==> src/hw/rtl/lcc_pkg.sv <==
// Shared types and display command codes for the LCD cursor character translator.
`default_nettype none

package lcc_pkg;

    // Display controller command bytes
    localparam logic [7:0] CMD_CLEAR    = 8'h01;
    localparam logic [7:0] CMD_HOME     = 8'h02;
    localparam logic [7:0] CMD_LEFT     = 8'h10;
    localparam logic [7:0] CMD_RIGHT    = 8'h14;
    localparam logic [7:0] CMD_SET_ADDR = 8'h80;
    localparam logic [7:0] ROW1_OFFSET  = 8'h40;

    // Control characters
    localparam logic [7:0] CHR_CLEAR    = 8'h40;  // '@'
    localparam logic [7:0] CHR_FLIP     = 8'h5E;  // '^'
    localparam logic [7:0] CHR_LEFT     = 8'h3C;  // '<'
    localparam logic [7:0] CHR_RIGHT    = 8'h3E;  // '>'
    localparam logic [7:0] CHR_NEWLINE  = 8'h0A;

    // Register-select values
    localparam logic RS_CMD  = 1'b0;
    localparam logic RS_DATA = 1'b1;

    // One display beat
    typedef struct packed {
        logic [7:0] lcd_byte;
        logic       rs;
    } t_beat;

    // Beats caused by one character: up to two, count 0..2
    typedef struct packed {
        t_beat      b0;
        t_beat      b1;
        logic [1:0] cnt;
    } t_pair;

endpackage

`default_nettype wire

==> src/hw/rtl/lcc_xlate.sv <==
// Combinational translation of one character and cursor into display beats.
`default_nettype none

module lcc_xlate
    import lcc_pkg::*;
#(
    parameter int COLUMNS = 16,
    parameter int POS_W   = 6
) (
    input  wire logic [7:0]       i_char,
    input  wire logic [POS_W-1:0] i_pos,
    output t_pair                 o_pair,
    output logic [POS_W-1:0]      o_pos
);

    localparam int COL_W = $clog2(COLUMNS);
    localparam logic [POS_W-1:0] COLS_P  = POS_W'(COLUMNS);
    localparam logic [POS_W-1:0] LAST_R0 = POS_W'(COLUMNS - 1);
    localparam logic [POS_W-1:0] LAST_R1 = POS_W'(2 * COLUMNS - 1);
    localparam logic [POS_W-1:0] END_P   = POS_W'(2 * COLUMNS);
    localparam logic [7:0]       LAST_COL = 8'(COLUMNS - 1);

    logic             row1;
    logic [COL_W-1:0] col;
    logic [POS_W-1:0] p;
    t_beat            first;

    always_comb begin
        row1  = (i_pos >= COLS_P);
        col   = row1 ? COL_W'(i_pos - COLS_P) : COL_W'(i_pos);
        p     = i_pos;
        first = '{lcd_byte: CMD_CLEAR, rs: RS_CMD};

        case (i_char)
            CHR_CLEAR: begin
                first = '{lcd_byte: CMD_CLEAR, rs: RS_CMD};
                p     = '0;
            end
            CHR_FLIP: begin
                if (!row1) begin
                    first.lcd_byte = CMD_SET_ADDR | ROW1_OFFSET | 8'(col);
                    p              = i_pos + COLS_P;
                end else begin
                    first.lcd_byte = CMD_SET_ADDR | 8'(col);
                    p              = i_pos - COLS_P;
                end
            end
            CHR_LEFT: begin
                if (i_pos == '0) begin
                    first.lcd_byte = CMD_SET_ADDR | ROW1_OFFSET | LAST_COL;
                    p              = LAST_R1;
                end else if (i_pos == COLS_P) begin
                    first.lcd_byte = CMD_SET_ADDR | LAST_COL;
                    p              = LAST_R0;
                end else begin
                    first.lcd_byte = CMD_LEFT;
                    p              = i_pos - POS_W'(1);
                end
            end
            CHR_RIGHT: begin
                if (i_pos == LAST_R0) begin
                    first.lcd_byte = CMD_SET_ADDR | ROW1_OFFSET;
                    p              = COLS_P;
                end else if (i_pos == LAST_R1) begin
                    first.lcd_byte = CMD_HOME;
                    p              = '0;
                end else begin
                    first.lcd_byte = CMD_RIGHT;
                    p              = i_pos + POS_W'(1);
                end
            end
            default: begin
                first = '{lcd_byte: i_char, rs: RS_DATA};
                p     = i_pos + POS_W'(1);
            end
        endcase

        o_pair.b0  = first;
        o_pair.b1  = '{lcd_byte: CMD_SET_ADDR | ROW1_OFFSET, rs: RS_CMD};
        o_pair.cnt = 2'd1;
        o_pos      = p;

        // follow-up: wrap to row 2 or home at end of display
        if (p == COLS_P) begin
            o_pair.cnt = 2'd2;
        end else if (p == END_P) begin
            o_pair.b1  = '{lcd_byte: CMD_HOME, rs: RS_CMD};
            o_pair.cnt = 2'd2;
            o_pos      = '0;
        end

        // newline: nothing out, cursor kept
        if (i_char == CHR_NEWLINE) begin
            o_pair.cnt = 2'd0;
            o_pos      = i_pos;
        end
    end

endmodule

`default_nettype wire

==> src/hw/rtl/lcc_outq.sv <==
// Two-beat result register that drains one display beat per handshake.
`default_nettype none

module lcc_outq
    import lcc_pkg::*;
(
    input  wire logic  i_clk,
    input  wire logic  i_rst_n,
    input  wire logic  i_load,
    input  wire t_pair i_pair,
    output logic       o_can_load,
    output logic       o_valid,
    input  wire logic  i_ready,
    output t_beat      o_beat,
    output logic       o_last
);

    logic [1:0] r_cnt, n_cnt;
    t_beat      r_b0, r_b1, n_b0, n_b1;
    logic       fire;

    always_comb begin
        o_valid    = (r_cnt != 2'd0);
        o_beat     = r_b0;
        o_last     = (r_cnt == 2'd1);
        fire       = o_valid && i_ready;
        // free now, or the last held beat leaves this cycle
        o_can_load = (r_cnt == 2'd0) || ((r_cnt == 2'd1) && i_ready);

        n_cnt = r_cnt;
        n_b0  = r_b0;
        n_b1  = r_b1;
        if (fire) begin
            n_cnt = r_cnt - 2'd1;
            n_b0  = r_b1;
        end
        if (i_load) begin
            n_cnt = i_pair.cnt;
            n_b0  = i_pair.b0;
            n_b1  = i_pair.b1;
        end
    end

    always_ff @(posedge i_clk) begin
        if (!i_rst_n) begin
            r_cnt <= 2'd0;
        end else begin
            r_cnt <= n_cnt;
        end
    end

    always_ff @(posedge i_clk) begin
        r_b0 <= n_b0;
        r_b1 <= n_b1;
    end

endmodule

`default_nettype wire

==> src/hw/rtl/lcd_cursor_char_translator.sv <==
// Top level: character stream to display command/data beats with cursor tracking.
//
// Usage: feed one character per slave beat (s_axis_*). Each character yields
// zero, one or two display beats on the master side (m_axis_*): tdata carries
// the byte for the controller, tuser the register-select flag (0 command,
// 1 data), tlast marks the final beat a character causes. Newline gives none.
// Timing: a character accepted at an edge shows its first beat from that edge on
// (valid in the cycle after acceptance). Throughput: one character per cycle
// when it makes one beat and m_axis_tready is high; the two-beat result register
// drains one beat per ready cycle, so a two-beat character holds off the next.
// A new character is taken in the same cycle the last pending beat is taken.
// The cursor (0 .. 2*COLUMNS-1) lives in one register, updated at acceptance.
// Reset: synchronous, active low; cursor goes to top-left, pending beats are
// dropped, master tvalid falls.
// Stall: while m_axis_tready is low the current beat holds steady and the
// slave side deasserts tready once the result register is occupied.
`default_nettype none

module lcd_cursor_char_translator
    import lcc_pkg::*;
#(
    parameter int COLUMNS = 16
) (
    input  wire logic       i_clk,
    input  wire logic       i_rst_n,
    input  wire logic       s_axis_tvalid,
    output logic            s_axis_tready,
    input  wire logic [7:0] s_axis_tdata,   // [7:0] char_code
    output logic            m_axis_tvalid,
    input  wire logic       m_axis_tready,
    output logic [7:0]      m_axis_tdata,   // [7:0] lcd_byte
    output logic            m_axis_tuser,   // [0] register_select
    output logic            m_axis_tlast    // last beat of this character
);

    // must hold 2*COLUMNS transiently before the wrap home
    localparam int POS_W = $clog2(2 * COLUMNS + 1);

    logic [POS_W-1:0] r_pos, n_pos;
    t_pair            pair;
    logic             can_load, accept;
    t_beat            beat;

    assign s_axis_tready = can_load;
    assign accept        = s_axis_tvalid && can_load;

    lcc_xlate #(
        .COLUMNS (COLUMNS),
        .POS_W   (POS_W)
    ) u_xlate (
        .i_char (s_axis_tdata),
        .i_pos  (r_pos),
        .o_pair (pair),
        .o_pos  (n_pos)
    );

    lcc_outq u_outq (
        .i_clk      (i_clk),
        .i_rst_n    (i_rst_n),
        .i_load     (accept),
        .i_pair     (pair),
        .o_can_load (can_load),
        .o_valid    (m_axis_tvalid),
        .i_ready    (m_axis_tready),
        .o_beat     (beat),
        .o_last     (m_axis_tlast)
    );

    assign m_axis_tdata = beat.lcd_byte;
    assign m_axis_tuser = beat.rs;

    // cursor advances at acceptance; newline leaves it as is
    always_ff @(posedge i_clk) begin
        if (!i_rst_n) begin
            r_pos <= '0;
        end else if (accept) begin
            r_pos <= n_pos;
        end
    end

endmodule

`default_nettype wire

==> config.mk <==
export PLATFORM = sky130hd
export DESIGN_NAME = lcd_cursor_char_translator
export DESIGN_NICKNAME = d
export VERILOG_FILES = /design/src/hw/rtl/lcc_pkg.sv /design/src/hw/rtl/lcc_xlate.sv /design/src/hw/rtl/lcc_outq.sv /design/src/hw/rtl/lcd_cursor_char_translator.sv
export SDC_FILE = /design/constraint.sdc
export NUM_CORES = 1
export LEC_CHECK = 0
export BUFFER_PORTS_ARGS = -buffer_cell sky130_fd_sc_hd__buf_2
export CELL_PAD_IN_SITES_DETAIL_PLACEMENT = 1
export CELL_PAD_IN_SITES_GLOBAL_PLACEMENT = 1
export CORE_MARGIN = 1.5
export CORE_UTILIZATION = 28
export DETAILED_ROUTE_END_ITERATION = 16
export MAX_ROUTING_LAYER = met4
export PLACE_DENSITY_LB_ADDON = 0.1
export SETUP_SLACK_MARGIN = 0.02
export SKIP_CTS_REPAIR_TIMING = 1
export SYNTH_ARGS = -nofsm -noshare
export SYNTH_HDL_FRONTEND = slang
export SYNTH_SLANG_ARGS = --single-unit
==> constraint.sdc <==
create_clock -name i_clk -period 5.5 [get_ports i_clk]
set_clock_uncertainty 0.05 [all_clocks]
set_input_delay 0 -clock i_clk [delete_from_list [all_inputs] [get_ports i_clk]]
set_output_delay 0 -clock i_clk [all_outputs]
set_load 0.01 [all_outputs]
==> reports/qor.log <==
[route] Antenna Violating Nets Remaining 0
[setup_path] critical path fanouts, max 14
[cts] clock root buffer sky130_fd_sc_hd__clkbuf_8
[cts] TritonCTS clock tree done
[power] PnR Total Power 461.8 uW
[synth] Synthesized Nets 192
[grt] pin count of the biggest net entering global routing 16
[route] average routed wire per standard cell 17.65 um
[finish] fillcell total 636
[cts] number of CTS-inserted buffers 3
[outcome] outcome finished clean
[synth] top cell type's share of synthesized area 0.2131
[synth] #FFs+latches synth 19
[route] via total after detailed routing 1487
[placement] # port buffers 23
[route] post-detailed-route DRC marker count 0
[die] Boundary Pins 24
[synth] cell type with the highest aggregate area in the netlist sky130_fd_sc_hd__edfxtp_1
[placement] Routability Congestion 0.8813
[finish] net count of the finished layout 214
[die] Die Span X 77.41 um
[power] clock power share 0.218
[route] vias per cell 5.569
[synth] mapped cell area 0.001550 sq mm
[power] share of power burned in registers 0.415
[finish] top library cells by usage in the layout, fill and taps aside sky130_fd_sc_hd__buf_2, sky130_fd_sc_hd__nand2_1, sky130_fd_sc_hd__nor2_1, sky130_fd_sc_hd__edfxtp_1
[setup_path] endpoint type of the worst setup path flip-flop
[synth] sequential element share of the synthesized area 0.3164
[grt] GRT Residual Overflow 0
[sta] final hold slack 0.0009054 ns
[sta] count of pins over their slew limit 0
[route] count of routing violations after the opening detailed-route iteration 68
[setup_path] critical path class reg -> reg
[die] Die Footprint 0.005992 sq mm
[sta] final setup vio count 0
[setup_path] register-to-register setup slack 2.90 ns
[grt] first-pass GRT wire length 7.872 mm
[synth] cells taking the most area after synthesis sky130_fd_sc_hd__edfxtp_1, sky130_fd_sc_hd__dfxtp_1, sky130_fd_sc_hd__nand2_1
[min_path] worst hold path class in -> reg
[synth] synth warn 0
[power] Net Switching 165.7 uW
[power] power share of the combinational group 0.367
[route] wirelength, routed 4.712 mm
[die] Core Footprint 0.005238 sq mm
[setup_path] Data arrival, critical path 2.75 ns
[setup_path] Required @ worst endpoint 5.65 ns
[placement] Cell Count Post-Placement 263
[cts] CTS H-Tree Depth 1
[job] number of max-cap violations 0
[placement] placed wire-length estimate after detailed placement 3.610 mm
[power] peak supply drop 0.08887 mV
[sta] Relative slew margins 0.5022
[sta] post-route fraction of the period consumed by the critical path 0.4734
[power] Int Pwr 296.1 uW
[finish] Area Overhead vs Synth 14.12%
[die] Vert. Die Dim 77.41 um
[synth] count of mapped cells out of synthesis 176
[sta] shortest clock period the worst path allows after layout 2.604 ns
[power] Leak Pwr 0.0006503 uW
[grt] GRT Total Usage 0.1716
[synth] count of flip-flops with a built-in enable after synthesis 11
[finish] leading cell type in the layout, fill and taps excluded sky130_fd_sc_hd__buf_2
[setup_path] capturing instance or port of the critical path u_outq.r_cnt[1]
[cts] clock sink count 19
[route] first-pass iteration count of the detailed router 5
[finish] layout cells sized above 1 0.2284
[sta] pin slew with the least headroom to its limit 0.7423 ns
[synth] count of different cell masters after synthesis 65
[setup_path] depth of the most critical reg-to-reg path 7
[finish] number of antenna cells inserted 0
[sta] Max Fclk 384.1 MHz
[sta] final sum of negative setup slack 0 ns
[grt] number of antenna violations at the first check in global routing 0
[die] Row Count 26
[synth] syn_area_per_cell 8.808 sq um
[cts] worst skew pair latency 0.26 ns
[cts] maximum count of clock buffers along a single path 2
[power] switching power share of the total 0.3588
[die] starting density of the core 0.2960
[sta] unrepaired setup endpoints after global routing no
[setup_path] worst reg2reg path endpoint u_outq.r_cnt[1]
[finish] final core occ 0.3378
[power] power density over the cells 261.0 mW/mm^2
[cts] Worst-path clk slew 0.07 ns
[grt] via count of the first global-routing pass 1535
[synth] share of async-settable or async-resettable flops after synthesis 0
[sta] number of hold-slack violations in the final timing report 0
[synth] top_reg_cell synth sky130_fd_sc_hd__edfxtp_1
[finish] final non-filler cell total 267
[setup_path] crit path launch type flip-flop
[setup_path] worst flop-to-flop path startpoint r_pos[2]
[setup_path] CP Launch Point r_pos[2]
-- metal layers --
| layer | GRT usage | share of wire | vias up |
|---|---|---|---|
| li1 | - | - | 712 |
| met1 | 0.2097 | 0.47 | 735 |
| met2 | 0.2956 | 0.48 | 36 |
| met3 | 0.02588 | 0.040 | 4 |
| met4 | 0.04364 | 0.010 | 0 |
| met5 | - | 0 | - |
-- through the flow --
stage / area (sq um) / setup WS (ns)
after floorplan: 1550 / 3.188
after global placement: 1723 / 2.991
after detailed placement: 1723 / 2.906
after CTS: 1769 / 2.884
after global routing: 1769 / 2.727
final: 1769 / 2.896
-- power groups by stage --
stage / Combinational [uW] / Sequential [uW] / Clock, uW
after detailed placement: 172 / 195 / 0
after CTS: 173 / 192 / 105
after floorplan: 113 / 198 / 0
final: 169 / 192 / 101
after global placement: 169 / 194 / 0
after global routing: 190 / 195 / 110
-- registers in the layout, summed over array words and instances, names as in the netlist --
| register | cells |
|---|---|
| r_pos | 6 |
| u_outq.o_beat | 9 |
| u_outq.r_b1 | 2 |
| u_outq.r_cnt | 2 |
-- logic make-up after synthesis --
group / count (synthesis) / share of synthesized area
compound gates: 50 / 0.2316
xor+xnor: 6 / 0.03390
fa+ha+maj: 4 / 0.03229
buf+inv: 16 / 0.04601
flops: 19 / 0.3164
mux: 1 / 0.007263
simple gates: 80 / 0.3325
-- cell usage after synthesis (2+ instances only) --
master                     instances
sky130_fd_sc_hd__or4_4             2
sky130_fd_sc_hd__xnor2_1           4
sky130_fd_sc_hd__ha_1              4
sky130_fd_sc_hd__nand4_1           2
sky130_fd_sc_hd__inv_1             9
sky130_fd_sc_hd__dfxtp_1           8
sky130_fd_sc_hd__nand2b_1          2
sky130_fd_sc_hd__nor4_1            2
sky130_fd_sc_hd__nand3b_1          3
sky130_fd_sc_hd__edfxtp_1         11
sky130_fd_sc_hd__o21ai_0          10
sky130_fd_sc_hd__a21oi_1          10
sky130_fd_sc_hd__a31oi_1           3
sky130_fd_sc_hd__and2_1            2
sky130_fd_sc_hd__or4_1             2
sky130_fd_sc_hd__nor2b_1           4
sky130_fd_sc_hd__and4b_2           2
sky130_fd_sc_hd__nand2_1          20
sky130_fd_sc_hd__nor2_1           11
sky130_fd_sc_hd__a211oi_1          5
sky130_fd_sc_hd__xor2_1            2
sky130_fd_sc_hd__a21boi_0          2
sky130_fd_sc_hd__clkbuf_1          5
sky130_fd_sc_hd__nor3b_1           2
sky130_fd_sc_hd__nand3_1           4
sky130_fd_sc_hd__nor3_1            5
sky130_fd_sc_hd__o211ai_1          2
-- worst max-delay path: stages (launching register included) --
cell	delay, ns
sky130_fd_sc_hd__dfxtp_1	0.60
sky130_fd_sc_hd__nand3_1	0.23
sky130_fd_sc_hd__or4b_1	0.54
sky130_fd_sc_hd__a211oi_1	0.40
sky130_fd_sc_hd__nor4_4	0.11
sky130_fd_sc_hd__xnor2_1	0.17
sky130_fd_sc_hd__o32a_1	0.32
sky130_fd_sc_hd__a21oi_2	0.12
-- layout make-up --
cell class	instances	area (sq um)	area share
flip-flops and latches	19	490.5	0.2772
multi-input cells	141	988.4	0.5587
repair buffers	24	122.6	0.06931
clock inverters	1	5.005	0.002829
clock buffers	3	41.29	0.02334
inverters	9	33.78	0.01909
well taps	70	87.58	0.04950
-- worst min path at each step --
| stage | from | endpoint | slack [ns] | cells past startpoint |
|---|---|---|---|---|
| 3_5_place_dp | i_rst_n | r_pos[4] | 0.29 | 2 |
| 4_1_cts | i_rst_n | r_pos[4] | 0.004 | 2 |
| 2_1_floorplan | i_rst_n | r_pos[0] | 0.07 | 1 |
| 3_3_place_gp | m_axis_tready | s_axis_tready | 0.26 | 4 |
| 6_report | i_rst_n | r_pos[4] | 0.0009 | 2 |
| 5_1_grt | i_rst_n | r_pos[4] | 0.01 | 2 |
No activity file was read; power rests on OpenSTA's default activity.
